## config.mk

```make
export PLATFORM = sky130hd
export DESIGN_NAME = c_subset_tokenizer_core
export DESIGN_NICKNAME = d
export VERILOG_FILES = /design/src/hdl/cst_pkg.sv /design/src/hdl/cst_kwmatch.sv /design/src/hdl/cst_outq.sv /design/src/hdl/c_subset_tokenizer_core.sv
export SDC_FILE = /design/constraint.sdc
export NUM_CORES = 2
export LEC_CHECK = 0
export ABC_AREA = 1
export ABC_CLOCK_PERIOD_IN_PS = 11700
export BUFFER_PORTS_ARGS = -buffer_cell sky130_fd_sc_hd__buf_2
export CORE_ASPECT_RATIO = 0.7
export CORE_MARGIN = 1
export CORE_UTILIZATION = 45
export DETAILED_ROUTE_END_ITERATION = 16
export GPL_ROUTABILITY_DRIVEN = 0
export PLACE_DENSITY = 0.69
export SLEW_MARGIN = 30
export SYNTH_ARGS = -nofsm -noshare
export SYNTH_HDL_FRONTEND = slang
export SYNTH_SLANG_ARGS = --single-unit
```

## constraint.sdc

```tcl
create_clock -name clk -period 11.7 [get_ports clk]
set_input_delay 0 -clock clk [delete_from_list [all_inputs] [get_ports clk]]
set_output_delay 0 -clock clk [all_outputs]
set_load 0.05 [all_outputs]
```

## src/hdl/cst_pkg.sv

```systemverilog
// Package of the tokenizer core: token codes, character classes and the keyword table.
`default_nettype none
package cst_pkg;

  localparam int KEYWORD_MAX_LEN_DEF = 9;
  localparam int POS_BITS_DEF        = 16;

  localparam int KW_COUNT   = 23;
  localparam int KW_LEN_MAX = 9;
  localparam int QDEPTH     = 4;

  localparam logic [6:0] T_IDENT    = 7'd0;
  localparam logic [6:0] T_INT      = 7'd1;
  localparam logic [6:0] T_CHAR     = 7'd2;
  localparam logic [6:0] T_STRING   = 7'd3;
  localparam logic [6:0] T_EOF      = 7'd4;
  localparam logic [6:0] T_KW0      = 7'd5;
  localparam logic [6:0] T_SLASH    = 7'd48;
  localparam logic [6:0] T_SLASH_EQ = 7'd49;
  localparam logic [6:0] T_ERR_OVF  = 7'd67;
  localparam logic [6:0] T_ERR_CHAR = 7'd68;
  localparam logic [6:0] T_NONE     = 7'd0;

  // One result word.
  typedef struct packed {
    logic [6:0]  kind;
    logic [15:0] line;
    logic [15:0] col;
    logic [62:0] value;
    logic [7:0]  bad;
    logic        last;
  } res_t;

  // Keyword text, right-aligned, first character in the highest used byte.
  localparam logic [KW_LEN_MAX*8-1:0] KW_TEXT [KW_COUNT] = '{
    72'("int"), 72'("char"), 72'("bool"), 72'("void"), 72'("struct"), 72'("class"),
    72'("public"), 72'("private"), 72'("protected"), 72'("if"), 72'("else"),
    72'("while"), 72'("for"), 72'("return"), 72'("break"), 72'("continue"),
    72'("true"), 72'("false"), 72'("new"), 72'("delete"), 72'("this"),
    72'("nullptr"), 72'("sizeof")
  };
  localparam logic [3:0] KW_LEN [KW_COUNT] = '{
    4'd3, 4'd4, 4'd4, 4'd4, 4'd6, 4'd5, 4'd6, 4'd7, 4'd9, 4'd2, 4'd4,
    4'd5, 4'd3, 4'd6, 4'd5, 4'd8, 4'd4, 4'd5, 4'd3, 4'd6, 4'd4, 4'd7, 4'd6
  };

  function automatic logic is_alpha(input logic [7:0] c);
    return (c >= "a" && c <= "z") || (c >= "A" && c <= "Z") || c == "_";
  endfunction

  function automatic logic is_digit(input logic [7:0] c);
    return c >= "0" && c <= "9";
  endfunction

  function automatic logic is_blank(input logic [7:0] c);
    return c == 8'h20 || c == 8'h09 || c == 8'h0d || c == 8'h0a;
  endfunction

  // Characters that may pair with a following one.
  function automatic logic is_op(input logic [7:0] c);
    return c == ":" || c == "+" || c == "-" || c == "*" || c == "=" ||
           c == "!" || c == "<" || c == ">" || c == "&" || c == "|";
  endfunction

  // Punctuators that always stand alone; zero when the byte is not one.
  function automatic logic [6:0] single_punct(input logic [7:0] c);
    logic [6:0] r;
    case (c)
      "(":     r = 7'd28;
      ")":     r = 7'd29;
      "{":     r = 7'd30;
      "}":     r = 7'd31;
      "[":     r = 7'd32;
      "]":     r = 7'd33;
      ";":     r = 7'd34;
      ",":     r = 7'd35;
      ".":     r = 7'd38;
      "%":     r = 7'd50;
      "^":     r = 7'd65;
      "~":     r = 7'd66;
      default: r = T_NONE;
    endcase
    return r;
  endfunction

  function automatic logic [6:0] op_single(input logic [7:0] c);
    logic [6:0] r;
    case (c)
      ":":     r = 7'd36;
      "+":     r = 7'd39;
      "-":     r = 7'd42;
      "*":     r = 7'd46;
      "=":     r = 7'd51;
      "!":     r = 7'd53;
      "<":     r = 7'd55;
      ">":     r = 7'd58;
      "&":     r = 7'd61;
      default: r = 7'd63;
    endcase
    return r;
  endfunction

  // Two-character punctuator, or zero when the pair is not one.
  function automatic logic [6:0] op_pair(input logic [7:0] a, input logic [7:0] b);
    logic [6:0] r;
    r = T_NONE;
    case (a)
      ":": if (b == ":") r = 7'd37;
      "+": begin
        if (b == "+") r = 7'd40;
        else if (b == "=") r = 7'd41;
      end
      "-": begin
        if (b == ">") r = 7'd43;
        else if (b == "-") r = 7'd44;
        else if (b == "=") r = 7'd45;
      end
      "*": if (b == "=") r = 7'd47;
      "=": if (b == "=") r = 7'd52;
      "!": if (b == "=") r = 7'd54;
      "<": begin
        if (b == "=") r = 7'd56;
        else if (b == "<") r = 7'd57;
      end
      ">": begin
        if (b == "=") r = 7'd59;
        else if (b == ">") r = 7'd60;
      end
      "&": if (b == "&") r = 7'd62;
      "|": if (b == "|") r = 7'd64;
      default: r = T_NONE;
    endcase
    return r;
  endfunction

  function automatic logic [7:0] esc_value(input logic [7:0] c);
    logic [7:0] r;
    case (c)
      "n":     r = 8'd10;
      "t":     r = 8'd9;
      "0":     r = 8'd0;
      default: r = c;
    endcase
    return r;
  endfunction

endpackage
`default_nettype wire

```

## src/hdl/cst_kwmatch.sv

```systemverilog
// Keyword matcher: compares the buffered identifier prefix with the keyword table.
`default_nettype none
module cst_kwmatch #(
  parameter int KEYWORD_MAX_LEN = cst_pkg::KEYWORD_MAX_LEN_DEF
) (
  input  wire logic [7:0]  prefix [KEYWORD_MAX_LEN],
  input  wire logic [15:0] tok_len,
  output logic             hit,
  output logic [6:0]       kw_kind
);

  // Each keyword is checked in parallel; at most one can match.
  always_comb begin
    logic eq;
    hit     = 1'b0;
    kw_kind = cst_pkg::T_IDENT;
    for (int k = 0; k < cst_pkg::KW_COUNT; k++) begin
      eq = (tok_len == 16'(cst_pkg::KW_LEN[k]));
      for (int i = 0; i < cst_pkg::KW_LEN_MAX; i++) begin
        if (i < int'(cst_pkg::KW_LEN[k])) begin
          if (prefix[i] != cst_pkg::KW_TEXT[k][8*(int'(cst_pkg::KW_LEN[k])-1-i) +: 8])
            eq = 1'b0;
        end
      end
      if (eq) begin
        hit     = 1'b1;
        kw_kind = cst_pkg::T_KW0 + 7'(k);
      end
    end
  end

endmodule
`default_nettype wire

```

## src/hdl/cst_outq.sv

```systemverilog
// Result queue: takes up to two words a cycle and hands out one while the receiver is ready.
`default_nettype none
module cst_outq (
  input  wire logic            clk,
  input  wire logic            rst_n,
  input  wire logic            push0,
  input  wire cst_pkg::res_t   data0,
  input  wire logic            push1,
  input  wire cst_pkg::res_t   data1,
  output logic                 room2,
  output logic                 out_valid,
  input  wire logic            out_ready,
  output cst_pkg::res_t        out_data
);

  localparam int PW = $clog2(cst_pkg::QDEPTH);

  cst_pkg::res_t   q_r [cst_pkg::QDEPTH];
  logic [PW-1:0]   wr_r, wr_nxt, rd_r, rd_nxt;
  logic [PW:0]     cnt_r, cnt_nxt;
  logic            pop;

  assign out_valid = (cnt_r != '0);
  assign out_data  = q_r[rd_r];
  assign room2     = (cnt_r <= (PW+1)'(cst_pkg::QDEPTH - 2));
  assign pop       = out_valid && out_ready;

  // Pointer and fill bookkeeping.
  always_comb begin
    wr_nxt  = wr_r + PW'(push0) + PW'(push1);
    rd_nxt  = rd_r + PW'(pop);
    cnt_nxt = cnt_r + (PW+1)'(push0) + (PW+1)'(push1) - (PW+1)'(pop);
  end

  always_ff @(posedge clk) begin
    if (!rst_n) begin
      wr_r  <= '0;
      rd_r  <= '0;
      cnt_r <= '0;
    end else begin
      wr_r  <= wr_nxt;
      rd_r  <= rd_nxt;
      cnt_r <= cnt_nxt;
    end
  end

  // Storage needs no reset.
  always_ff @(posedge clk) begin
    if (push0) q_r[wr_r] <= data0;
    if (push1) q_r[wr_r + PW'(1)] <= data1;
  end

endmodule
`default_nettype wire

```

## src/hdl/c_subset_tokenizer_core.sv

```systemverilog
// Top level of the tokenizer core: input register, lexer state and result queue.
//
// The in_ channel carries one source byte per word (in_tuser = 0) or an
// end-of-input mark (in_tuser = 1). The out_ channel carries tokens: the
// token code in out_tuser, position, value and offending byte in out_tdata,
// and out_tlast high on the last token caused by one input word.
// A word is taken into an input register, lexed from there once the queue
// has room for two more words, and written into a four-word result queue;
// tokens are offered from the queue in the order they were written, and
// each leaves it when the receiver takes it. One input word is
// taken every cycle while the queue holds at most two words, so the
// sustained rate is one byte per cycle; a word may yield two tokens, and
// then the output side sets the pace. When the receiver stalls, tokens wait
// in the queue and in_tready falls once the queue cannot take two more.
// Reset clears the lexer to the state between tokens at line 1, column 1
// and empties the queue; end of input returns to the same state. After an
// error token, bytes are dropped until end of input, which then gives no
// token.
`default_nettype none
module c_subset_tokenizer_core #(
  parameter int KEYWORD_MAX_LEN = cst_pkg::KEYWORD_MAX_LEN_DEF,
  parameter int POS_BITS        = cst_pkg::POS_BITS_DEF
) (
  input  wire logic         clk,
  input  wire logic         rst_n,
  input  wire logic         in_tvalid,
  output logic              in_tready,
  input  wire logic [7:0]   in_tdata,   // [7:0] char_code
  input  wire logic         in_tuser,   // [0] kind
  output logic              out_tvalid,
  input  wire logic         out_tready,
  output logic [103:0]      out_tdata,  // [15:0] start_line, [31:16] start_col,
                                        // [94:32] token_value, [102:95] bad_char, [103] zero
  output logic [6:0]        out_tuser,  // [6:0] token_kind
  output logic              out_tlast   // last
);

  localparam int PIDX = $clog2(KEYWORD_MAX_LEN);

  localparam logic [3:0] M_IDLE     = 4'd0;
  localparam logic [3:0] M_SLASH    = 4'd1;
  localparam logic [3:0] M_OP       = 4'd2;
  localparam logic [3:0] M_LINE     = 4'd3;
  localparam logic [3:0] M_BLOCK    = 4'd4;
  localparam logic [3:0] M_IDENT    = 4'd5;
  localparam logic [3:0] M_NUM      = 4'd6;
  localparam logic [3:0] M_CH_OPEN  = 4'd7;
  localparam logic [3:0] M_CH_ESC   = 4'd8;
  localparam logic [3:0] M_CH_CLOSE = 4'd9;
  localparam logic [3:0] M_STR      = 4'd10;
  localparam logic [3:0] M_STR_ESC  = 4'd11;
  localparam logic [3:0] M_ERR      = 4'd12;

  // Input register.
  logic        s_valid_r;
  logic        s_kind_r;
  logic [7:0]  s_char_r;
  logic        fire, room2;

  // Lexer state.
  logic [3:0]          mode_r, mode_nxt;
  logic [7:0]          pend_r, pend_nxt;
  logic [POS_BITS-1:0] cur_line_r, cur_line_nxt, cur_col_r, cur_col_nxt;
  logic [POS_BITS-1:0] tok_line_r, tok_line_nxt, tok_col_r, tok_col_nxt;
  logic [62:0]         accum_r, accum_nxt;
  logic [15:0]         tok_len_r, tok_len_nxt;
  logic                pstar_r, pstar_nxt;
  logic [7:0]          prefix_r [KEYWORD_MAX_LEN];
  logic                pref_we;
  logic [PIDX-1:0]     pref_idx;

  logic        kw_hit;
  logic [6:0]  kw_kind;

  // Token closed by this word (old start position) and token started by it.
  logic        a_v, b_v, sb;
  logic [6:0]  a_kind, b_kind;
  logic [62:0] a_val;
  logic [7:0]  b_bad;
  logic [66:0] prod;
  logic [15:0] len_inc;
  cst_pkg::res_t res_a, res_b, q_out;
  logic [POS_BITS+15:0] tl_ext, tc_ext, cl_ext, cc_ext;

  assign fire      = s_valid_r && room2;
  assign in_tready = !s_valid_r || room2;

  always_ff @(posedge clk) begin
    if (!rst_n) begin
      s_valid_r <= 1'b0;
    end else if (in_tready) begin
      s_valid_r <= in_tvalid;
    end
  end

  always_ff @(posedge clk) begin
    if (in_tready && in_tvalid) begin
      s_kind_r <= in_tuser;
      s_char_r <= in_tdata;
    end
  end

  cst_kwmatch #(
    .KEYWORD_MAX_LEN (KEYWORD_MAX_LEN)
  ) u_kwmatch (
    .prefix  (prefix_r),
    .tok_len (tok_len_r),
    .hit     (kw_hit),
    .kw_kind (kw_kind)
  );

  assign prod    = ({4'b0, accum_r} << 3) + ({4'b0, accum_r} << 1)
                 + 67'(s_char_r - 8'h30);
  assign len_inc = (&tok_len_r) ? tok_len_r : tok_len_r + 16'd1;

  // Next state of the lexer for the word in the input register.
  always_comb begin
    mode_nxt     = mode_r;
    pend_nxt     = pend_r;
    cur_line_nxt = cur_line_r;
    cur_col_nxt  = cur_col_r;
    tok_line_nxt = tok_line_r;
    tok_col_nxt  = tok_col_r;
    accum_nxt    = accum_r;
    tok_len_nxt  = tok_len_r;
    pstar_nxt    = pstar_r;
    pref_we      = 1'b0;
    pref_idx     = tok_len_r[PIDX-1:0];
    a_v          = 1'b0;
    a_kind       = cst_pkg::T_NONE;
    a_val        = '0;
    b_v          = 1'b0;
    b_kind       = cst_pkg::T_NONE;
    b_bad        = '0;
    sb           = 1'b0;

    if (s_kind_r) begin
      // End of input: flush the open token, then the end token.
      if (mode_r != M_ERR) begin
        case (mode_r)
          M_SLASH: begin a_v = 1'b1; a_kind = cst_pkg::T_SLASH; end
          M_OP:    begin a_v = 1'b1; a_kind = cst_pkg::op_single(pend_r); end
          M_IDENT: begin
            a_v    = 1'b1;
            a_kind = kw_hit ? kw_kind : cst_pkg::T_IDENT;
            a_val  = kw_hit ? '0 : 63'(tok_len_r);
          end
          M_NUM:   begin a_v = 1'b1; a_kind = cst_pkg::T_INT; a_val = accum_r; end
          M_CH_OPEN, M_CH_ESC: begin a_v = 1'b1; a_kind = cst_pkg::T_CHAR; end
          M_CH_CLOSE: begin a_v = 1'b1; a_kind = cst_pkg::T_CHAR; a_val = accum_r; end
          M_STR, M_STR_ESC: begin
            a_v = 1'b1; a_kind = cst_pkg::T_STRING; a_val = 63'(tok_len_r);
          end
          default: a_v = 1'b0;
        endcase
        b_v    = 1'b1;
        b_kind = cst_pkg::T_EOF;
      end
      mode_nxt     = M_IDLE;
      pend_nxt     = '0;
      cur_line_nxt = POS_BITS'(1);
      cur_col_nxt  = POS_BITS'(1);
      tok_line_nxt = POS_BITS'(1);
      tok_col_nxt  = POS_BITS'(1);
      accum_nxt    = '0;
      tok_len_nxt  = '0;
      pstar_nxt    = 1'b0;
    end else begin
      case (mode_r)
        M_IDLE: sb = 1'b1;
        M_SLASH: begin
          if (s_char_r == "/") mode_nxt = M_LINE;
          else if (s_char_r == "*") begin
            mode_nxt  = M_BLOCK;
            pstar_nxt = 1'b0;
          end else if (s_char_r == "=") begin
            a_v = 1'b1; a_kind = cst_pkg::T_SLASH_EQ; mode_nxt = M_IDLE;
          end else begin
            a_v = 1'b1; a_kind = cst_pkg::T_SLASH; sb = 1'b1;
          end
        end
        M_OP: begin
          a_v = 1'b1;
          if (cst_pkg::op_pair(pend_r, s_char_r) != cst_pkg::T_NONE) begin
            a_kind   = cst_pkg::op_pair(pend_r, s_char_r);
            mode_nxt = M_IDLE;
          end else begin
            a_kind = cst_pkg::op_single(pend_r);
            sb     = 1'b1;
          end
        end
        M_LINE: if (s_char_r == 8'h0a) mode_nxt = M_IDLE;
        M_BLOCK: begin
          if (pstar_r && s_char_r == "/") begin
            mode_nxt  = M_IDLE;
            pstar_nxt = 1'b0;
          end else begin
            pstar_nxt = (s_char_r == "*");
          end
        end
        M_IDENT: begin
          if (cst_pkg::is_alpha(s_char_r) || cst_pkg::is_digit(s_char_r)) begin
            pref_we     = (tok_len_r < 16'(KEYWORD_MAX_LEN));
            tok_len_nxt = len_inc;
          end else begin
            a_v    = 1'b1;
            a_kind = kw_hit ? kw_kind : cst_pkg::T_IDENT;
            a_val  = kw_hit ? '0 : 63'(tok_len_r);
            sb     = 1'b1;
          end
        end
        M_NUM: begin
          if (cst_pkg::is_digit(s_char_r)) begin
            if (prod[66:63] != 4'd0) begin
              a_v = 1'b1; a_kind = cst_pkg::T_ERR_OVF; mode_nxt = M_ERR;
            end else begin
              accum_nxt = prod[62:0];
            end
          end else begin
            a_v = 1'b1; a_kind = cst_pkg::T_INT; a_val = accum_r; sb = 1'b1;
          end
        end
        M_CH_OPEN: begin
          if (s_char_r == 8'h5c) mode_nxt = M_CH_ESC;
          else begin
            accum_nxt = 63'(s_char_r);
            mode_nxt  = M_CH_CLOSE;
          end
        end
        M_CH_ESC: begin
          accum_nxt = 63'(cst_pkg::esc_value(s_char_r));
          mode_nxt  = M_CH_CLOSE;
        end
        M_CH_CLOSE: begin
          a_v = 1'b1; a_kind = cst_pkg::T_CHAR; a_val = accum_r;
          if (s_char_r == 8'h27) mode_nxt = M_IDLE;
          else sb = 1'b1;
        end
        M_STR: begin
          if (s_char_r == 8'h22) begin
            a_v = 1'b1; a_kind = cst_pkg::T_STRING; a_val = 63'(tok_len_r);
            mode_nxt = M_IDLE;
          end else if (s_char_r == 8'h5c) mode_nxt = M_STR_ESC;
          else tok_len_nxt = len_inc;
        end
        M_STR_ESC: begin
          tok_len_nxt = len_inc;
          mode_nxt    = M_STR;
        end
        default: mode_nxt = M_ERR;
      endcase

      // Start of a new token with this byte.
      if (sb) begin
        tok_line_nxt = cur_line_r;
        tok_col_nxt  = cur_col_r;
        mode_nxt     = M_IDLE;
        if (cst_pkg::is_blank(s_char_r)) begin
          mode_nxt = M_IDLE;
        end else if (cst_pkg::is_digit(s_char_r)) begin
          mode_nxt  = M_NUM;
          accum_nxt = 63'(s_char_r - 8'h30);
        end else if (cst_pkg::is_alpha(s_char_r)) begin
          mode_nxt    = M_IDENT;
          pref_we     = 1'b1;
          pref_idx    = '0;
          tok_len_nxt = 16'd1;
        end else if (s_char_r == "/") begin
          mode_nxt = M_SLASH;
        end else if (s_char_r == 8'h27) begin
          mode_nxt  = M_CH_OPEN;
          accum_nxt = '0;
        end else if (s_char_r == 8'h22) begin
          mode_nxt    = M_STR;
          tok_len_nxt = '0;
        end else if (cst_pkg::single_punct(s_char_r) != cst_pkg::T_NONE) begin
          b_v    = 1'b1;
          b_kind = cst_pkg::single_punct(s_char_r);
        end else if (cst_pkg::is_op(s_char_r)) begin
          mode_nxt = M_OP;
          pend_nxt = s_char_r;
        end else begin
          b_v      = 1'b1;
          b_kind   = cst_pkg::T_ERR_CHAR;
          b_bad    = s_char_r;
          mode_nxt = M_ERR;
        end
      end

      // Position of the next byte, saturating.
      if (s_char_r == 8'h0a) begin
        if (!(&cur_line_r)) cur_line_nxt = cur_line_r + POS_BITS'(1);
        cur_col_nxt = POS_BITS'(1);
      end else if (!(&cur_col_r)) begin
        cur_col_nxt = cur_col_r + POS_BITS'(1);
      end
    end
  end

  always_ff @(posedge clk) begin
    if (!rst_n) begin
      mode_r     <= M_IDLE;
      pend_r     <= '0;
      cur_line_r <= POS_BITS'(1);
      cur_col_r  <= POS_BITS'(1);
      tok_line_r <= POS_BITS'(1);
      tok_col_r  <= POS_BITS'(1);
      accum_r    <= '0;
      tok_len_r  <= '0;
      pstar_r    <= 1'b0;
    end else if (fire) begin
      mode_r     <= mode_nxt;
      pend_r     <= pend_nxt;
      cur_line_r <= cur_line_nxt;
      cur_col_r  <= cur_col_nxt;
      tok_line_r <= tok_line_nxt;
      tok_col_r  <= tok_col_nxt;
      accum_r    <= accum_nxt;
      tok_len_r  <= tok_len_nxt;
      pstar_r    <= pstar_nxt;
    end
  end

  // Identifier prefix buffer.
  always_ff @(posedge clk) begin
    if (fire && pref_we) prefix_r[pref_idx] <= s_char_r;
  end

  // Result words; positions carry their low 16 bits.
  assign tl_ext = {16'b0, tok_line_r};
  assign tc_ext = {16'b0, tok_col_r};
  assign cl_ext = {16'b0, cur_line_r};
  assign cc_ext = {16'b0, cur_col_r};

  always_comb begin
    res_a.kind  = a_kind;
    res_a.line  = tl_ext[15:0];
    res_a.col   = tc_ext[15:0];
    res_a.value = a_val;
    res_a.bad   = '0;
    res_a.last  = !b_v;
    res_b.kind  = b_kind;
    res_b.line  = cl_ext[15:0];
    res_b.col   = cc_ext[15:0];
    res_b.value = '0;
    res_b.bad   = b_bad;
    res_b.last  = 1'b1;
  end

  cst_outq u_outq (
    .clk       (clk),
    .rst_n     (rst_n),
    .push0     (fire && (a_v || b_v)),
    .data0     (a_v ? res_a : res_b),
    .push1     (fire && a_v && b_v),
    .data1     (res_b),
    .room2     (room2),
    .out_valid (out_tvalid),
    .out_ready (out_tready),
    .out_data  (q_out)
  );

  assign out_tdata = {1'b0, q_out.bad, q_out.value, q_out.col, q_out.line};
  assign out_tuser = q_out.kind;
  assign out_tlast = q_out.last;

endmodule
`default_nettype wire

```

After elaboration in Yosys (flattened, before gate mapping) --
Memory sizes are Yosys's and may differ from the RTL's. A register that Yosys moved wholly into a read port is not among the register bits. Index checks and enable logic that the tools add are counted.
Cells by class: add/subtract/negate cells 14, order comparisons 10, equal/unequal tests 151, reduce and logical (&&, ||, !) cells 55, multiplexer cells 353, bitwise operators 1
Operator list (number):
- 63-bit two-way mux | 13
- 8-bit by 7-bit inequality test with 1-bit output (second input constant) | 67
- 16-bit two-way mux | 25
- 63-bit case mux with 3 select lines | 2
- 63-bit case mux with 4 select lines | 1
- 8-bit by 6-bit equality test with 1-bit output (second input constant) | 29
- 7-bit two-way mux | 28
- 1-bit two-way mux | 181
- 8-bit two-way mux | 21
- 4-bit two-way mux | 34
- 111-bit two-way mux | 1
- 8-bit by 7-bit equality test with 1-bit output (second input constant) | 12
- 6-bit two-way mux | 16
- 7-bit case mux with 12 select lines | 1
- 7-bit case mux with 6 select lines | 2
- 72-bit bitwise mux | 1
- 7-bit case mux with 10 select lines | 1
- 66-bit by 64-bit adder with 67-bit output | 1
- 67-bit adder | 1
- 16-bit by 3-bit equality test with 1-bit output (second input constant) | 4
- 5-bit two-way mux | 12
- 16-bit by 1-bit adder with 16-bit output (second input constant) | 3
- 16-bit case mux with 3 select lines | 1
- 16-bit AND reduction | 3
- other kinds (51) | 124
Word-level totals: register bits 245, memories kept 1, output and inout bits 114, bits of input ports 13, memory bits (writable) 444
Memory list:
- u_outq.q_r | words 4, width 111, read ports 1, clocked after memory_dff 1, write ports 2, RTL line cst_outq.sv:18 | cst_pkg::res_t q_r [cst_pkg::QDEPTH];

Depth between registers and ports, before layout --
depth in word-level cells 32, gate-level depth with buffers 34, depth with buffers taken out 33

By module --
A second synthesis with hierarchy kept.
Second synthesis, totals: cells, all modules 7136, area total of the unflattened synthesis 49008.3 µm²
By module, submodules not included:
- cst_outq | cells an instance 3292, instances 1, area each 25475.7 µm², sequential area each 13472.9 µm²
- c_subset_tokenizer_core | cells an instance 3458, instances 1, area each 21822.2 µm², sequential area each 5575.3 µm²
- cst_kwmatch | cells an instance 386, instances 1, area each 1710.4 µm², sequential area each 0.0 µm²

Worst setup path after synthesis --
OpenSTA, ideal clock, no wires.
path kind reg-to-reg, from register s_char_r[4], to register u_outq.cnt_r[2], required time 11.572 ns, path slack 3.034 ns, stages on the path, launching flop included 30, clock period less this slack 8.666 ns, data arrival time 8.538 ns, library setup time 0.128 ns, cell sequence edfxtp_1 -> ha_1 -> nor2_1 -> fa_1 -> ha_1 -> nand2_1 -> nor2_1 -> inv_1 -> nor2_2 -> and3_1 -> nand2_1 -> nand2_1 -> nand2_1 -> nand2_1 -> nand2_1 -> nand2_1 -> nor2_4 -> nand3_4 -> nand2_1 -> nand2_1 -> nand2_2 -> nand2_4 -> buf_2 -> nand2_1 -> ha_1 -> inv_1 -> fa_1 -> fa_1 -> xor2_1 -> nor2_1
On the way: word-level cells in the longest chain between the ends 25, elaborated cells on any way between the ends 119
RTL lines:
- from (decl) | RTL line c_subset_tokenizer_core.sv:57 | logic [7:0] s_char_r;
- from (signal assigned) | RTL line c_subset_tokenizer_core.sv:99 | s_char_r <= in_tdata;
- 8-bit by 7-bit equality test with 1-bit output, or another cell as far along | RTL line cst_pkg.sv:68 | case (c)
- 7-bit case mux with 12 select lines or 1-bit logical OR (tied branches) | RTL line cst_pkg.sv:68, cst_pkg.sv:61
- 7-bit two-way mux or 1-bit logical OR (tied branches) | RTL line c_subset_tokenizer_core.sv:273, cst_pkg.sv:61
- 7-bit two-way mux or 1-bit logical OR (tied branches) | RTL line c_subset_tokenizer_core.sv:270, cst_pkg.sv:61
- 7-bit two-way mux or 1-bit logical OR (tied branches) | RTL line c_subset_tokenizer_core.sv:268, cst_pkg.sv:61
- 7-bit two-way mux or 1-bit logical OR (tied branches) | RTL line c_subset_tokenizer_core.sv:263, cst_pkg.sv:61
- 7-bit two-way mux or 1-bit logical OR (tied branches) | RTL line c_subset_tokenizer_core.sv:260, cst_pkg.sv:62
- 7-bit two-way mux or 1-bit logical OR (tied branches) | RTL line c_subset_tokenizer_core.sv:258, cst_pkg.sv:62
- [... 9 more ...]
- 1-bit two-way mux | RTL line c_subset_tokenizer_core.sv:258 | if (cst_pkg::is_blank(s_char_r)) begin
- 1-bit two-way mux | RTL line c_subset_tokenizer_core.sv:254 | if (sb) begin
- 1-bit two-way mux | RTL line c_subset_tokenizer_core.sv:137 | if (s_kind_r) begin
- 1-bit logical OR | RTL line c_subset_tokenizer_core.sv:353 | .push0 (fire && (a_v || b_v)),
- 1-bit logical AND | RTL line c_subset_tokenizer_core.sv:353
- 3-bit by 1-bit adder with 3-bit output | RTL line cst_outq.sv:32 | cnt_nxt = cnt_r + (PW+1)'(push0) + (PW+1)'(push1) - (PW+1)'(pop);
- 3-bit by 1-bit adder with 3-bit output * | RTL line cst_outq.sv:32
- 3-bit by 1-bit subtractor with 3-bit output * | RTL line cst_outq.sv:32
- to (signal assigned) | RTL line cst_outq.sv:43 | cnt_r <= cnt_nxt;
- to (decl) | RTL line cst_outq.sv:20 | logic [PW:0] cnt_r, cnt_nxt;
Every way passes the cells marked *; elsewhere a longest branch is shown, timed or not. The select of a mux whose other input is x is not followed. A chain may end at the register's enable or synchronous reset.

==> metrics list <==
- Via-to-Cell Ratio: around 5.5
- The final route contains ~44,000 vias.
* Transition at the pin with the smallest max-transition slack: 1.007 ns
- From left edge to right edge, the die measures ~380 µm.
- Of the cells placed in the final design, the portion with a size suffix greater than 1 is 0.06115.
* Post-Route M1 WL: about 64,000 µm
- For this run, asynchronously set or reset flops after synthesis account for 0.
* Path type of the worst setup path: reg2reg
- Excluding fillers, the count of instances in the completed layout stands at around 8,000.
* Maximum clock frequency: about 0.13 GHz
- Routed length per placed instance: 18.35 µm
* Cells on Worst Hold Path: 5
- Number of synthesized flops with an enable pin: around 270
- Synth Instances: around 6,700
- Period Utilization, post-route: 0.6692
- The first detailed-routing pass took 8 iterations.
- Row generation in the floorplan step produced between 90 and 100 rows.
- In this run, the number of DRC markers left after iteration 0 of detailed routing was around 6,000.
- The floorplan step defined a die boundary enclosing ~100,000 µm².
* Synthesized cell area: between 40,000 and 50,000 µm²
- In this run the worst path has a maximum fanout of 73.
- Antenna violations before repair: 2
* Detailed-routed wire length on met3: 15,920 µm
- Setup repair after global routing left no endpoint under its margin.
- Type of origin of the critical path: flip-flop
- Setup violations, final: 0
- Ranked by total cell area, the synthesized netlist is headed by sky130_fd_sc_hd__dfxtp_1 19%, sky130_fd_sc_hd__edfxtp_1 18%, sky130_fd_sc_hd__nand2_1 17%.
- The core region is about 97,000 µm².
- From synthesis to final layout, the design area changed by 8.753%.
- Cell count after placement: ~7,800
* Final net count: between 6,000 and 7,000
- Dominant synthesized flop cell: sky130_fd_sc_hd__dfxtp_1
- Cell type with the highest aggregate area in the netlist: sky130_fd_sc_hd__dfxtp_1
- Clock-pin slew was measured on the worst setup and hold paths at 0.06 ns.
- Maximum number of pins on one net before global-route repair: 108
- The final number of max-transition violations was 0.
- Post-CTS timing repair inserted 0 buffers for setup.
- Final global-route overflow total: 0
- The number of hold violations in the final report came to 0.
* Maximum ir drop on the vdd rail: roughly 0.25 mV
- The first global-routing pass estimated around 230,000 µm of wire.
- From bottom edge to top edge, the die measures roughly 260 µm.
- Net count of the mapped netlist: 6,812
* Detailed-routed wire length on met2: 60,690 µm
- Required time reported for the critical path endpoint: 12.29 ns
* H-tree depth: 3
- Placed wire-length estimate after detailed placement: roughly 100,000 µm
- In this run the remaining antenna-violating nets after routing total 0.
* TritonCTS Sinks: a little under 700
* Total of max-cap violations: 0
- The share of synthesized area in the top cell type comes to 0.1901.
* Vias in the first global route: 40,060
- Sequential area share after synthesis: 0.3726
- Warnings from Yosys: 0
- No sink is reached through more buffers than the 3 on the longest clock path.
- Result of the run: finished clean
- Cts bufs inserted: 72
- Uppermost metal layer occupied by signal nets: met4
- In the routed design, unresolved DRC markers number 0.
- The initial utilization of the core area, before any placement, comes to 0.4578.
- Clock tree skew after final layout: 0.03010 ns
- At the worst endpoint, the arrival time is 8.42 ns.
- The tightest min-delay check is of the in2reg type.
- Clock tree synthesis selected as its root buffer the cell sky130_fd_sc_hd__clkbuf_16.
- For this run, the total global-route usage over all layers was measured as 0.2859.
* Post-synthesis register bit count: about 690
* Number of I/O port buffers: about 130
* Cell Pwr Density: approximately 180 nW/µm²
- Min Clock Period, post-route: 7.830 ns
* Routed wire length: roughly 150,000 µm
- Count of distinct cell types in the synthesized netlist: 60
- For the final routed database, the setup TNS stands at 0 ns.
* Max-slew headroom: 0.3260
* Static leakage: 23.57 nW
* Synthesized area per cell: between 6 and 7 µm²
* I/O pins: 127
* Cell depth of the worst flop-to-flop path: 25
- Worst-skew pair later-pin latency: approximately 0.69 ns
- TritonCTS built the clock tree.
* Capturing element type of the critical path: flip-flop
## layer usage
layer	track usage	vias to the layer above
li1	-	21300
met1	0.4100	20220
met2	0.4178	2233
met3	0.06326	310
met4	0.1067	0
met5	0.001451	-
## cells in the final DEF (no fill, tap or decap), drive strengths merged, types with 103 or more instances in the layout
cell       n
a21oi    497
buf      175
clkbuf   103
dfxtp    420
edfxtp   269
inv      789
nand2   2041
nand3    366
nor2     899
o21ai    461
## cell type report
cell class | count | area, µm²
fillers | 9643 | 48520
diodes | 1 | 2.502
inverters | 790 | 2979
clock inverters | 30 | 346.6
clock buffers | 103 | 2029
well taps | 1309 | 1638
repair buffers | 188 | 1206
multi-input cells | 4856 | 23420
flip-flops and latches | 689 | 16490
## logic make-up (layout without fill, tap and decap cells)
group	after synthesis	in the layout	share of synthesized area
and+or+nand+nor	3513	3513	0.3235
AOI/OAI and AO/OA	1164	1164	0.1443
buffers and inverters	1107	1111	0.1007
other	1	2	0.00008476
adders and majority gates	147	147	0.05260
DFF	689	689	0.3726
xor gates and xnor gates	31	31	0.006137
## power breakdown
part	leakage, nW	switching [mW]	internal, mW	total, mW
sequential	5.96	0.142	2.78	2.93
combinational	16.5	2.54	0.745	3.28
clock	1.15	1.07	1.30	2.37
total	23.6	3.75	4.83	8.57
## synth_stat cells (all sizes together) (6+ instances only)
cell type / number
and3: 11
a31o: 6
xor2: 10
a221oi: 6
o211ai: 25
o221ai: 7
a211oi: 17
clkbuf: 180
fa: 65
buf: 137
nand4: 72
a22oi: 27
inv: 786
o21bai: 8
ha: 82
dfxtp: 420
nor4: 16
o22ai: 58
edfxtp: 269
nand2: 2041
a21oi: 497
o21a: 15
nand3: 366
xnor2: 21
o21ai: 461
nor2: 899
or2: 6
nand3b: 7
nor3: 90
a31oi: 12
## path summary, 6_finish.rpt
| check | from | end | slack (ns) |
|---|---|---|---|
| worst max-delay path | s_char_r[5]$_DFFE_PP_ | u_outq.q_r[0][44]$_SDFFE_PP0P_ | 3.87 |
| worst min-delay path | out_tready | u_outq.rd_r[0]$_SDFF_PN0_ | 0.02 |
| worst max register to register | s_char_r[5]$_DFFE_PP_ | u_outq.q_r[0][44]$_SDFFE_PP0P_ | 3.87 |
| worst min register to register | tok_col_r[11]$_SDFFE_PN0P_ | tok_col_r[11]$_SDFFE_PN0P_ | 0.46 |
## what timing repair did
| action | CTS | global route |
|---|---|---|
| hold buffers | 13 | 0 |
| resized for setup | 0 | 0 |
| hold endpoints to repair | 24 | 0 |
## critical path, stage by stage, from the launching register on
cell,delay (ns)
sky130_fd_sc_hd__edfxtp_1,0.68
sky130_fd_sc_hd__ha_1,0.43
sky130_fd_sc_hd__nor2_4,0.47
sky130_fd_sc_hd__buf_16,0.24
sky130_fd_sc_hd__buf_4,0.49
sky130_fd_sc_hd__fa_1,0.52
sky130_fd_sc_hd__ha_1,0.37
sky130_fd_sc_hd__nand2_1,0.11
sky130_fd_sc_hd__nor2_1,0.29
sky130_fd_sc_hd__nand2_1,0.16
sky130_fd_sc_hd__nor2_1,0.16
sky130_fd_sc_hd__and3_1,0.18
sky130_fd_sc_hd__nand2_1,0.07
sky130_fd_sc_hd__nand3_1,0.10
sky130_fd_sc_hd__nand2_1,0.08
sky130_fd_sc_hd__nor2_4,0.16
sky130_fd_sc_hd__nand3_4,0.09
sky130_fd_sc_hd__nand2_1,0.46
sky130_fd_sc_hd__nand2_1,0.13
sky130_fd_sc_hd__nand2_2,0.18
sky130_fd_sc_hd__nand2_8,0.36
sky130_fd_sc_hd__nand3_4,0.20
sky130_fd_sc_hd__buf_4,0.63
sky130_fd_sc_hd__buf_4,0.68
sky130_fd_sc_hd__nand3_1,0.17
sky130_fd_sc_hd__o21ai_0,0.12
## per-stage QoR
stage / hold slack, ns / power [mW] / area, µm² / setup slack [ns] / util
floorplan: 0.09887 / 5.317 / 44240 / 3.034 / -
global placement: 0.1784 / 6.138 / 45470 / 3.530 / 0.4706
detailed placement: 0.1781 / 6.192 / 45530 / 3.675 / 0.4712
CTS: 0.003846 / 8.547 / 48040 / 3.663 / 0.4971
global route: 0.04192 / 8.985 / 48110 / 3.501 / 0.4979
finish: 0.02454 / 8.573 / 48110 / 3.870 / 0.4979
## sequential cells by signal (all words and copies together) (netlist names), 16 cells and up
signal and cells:
prefix_r 72, tok_line_r 16, u_outq.q_r 444, cur_col_r 16, tok_len_r 16, accum_r 63
tok_col_r 16, cur_line_r 16
No activity file was read; power rests on OpenSTA's default activity.
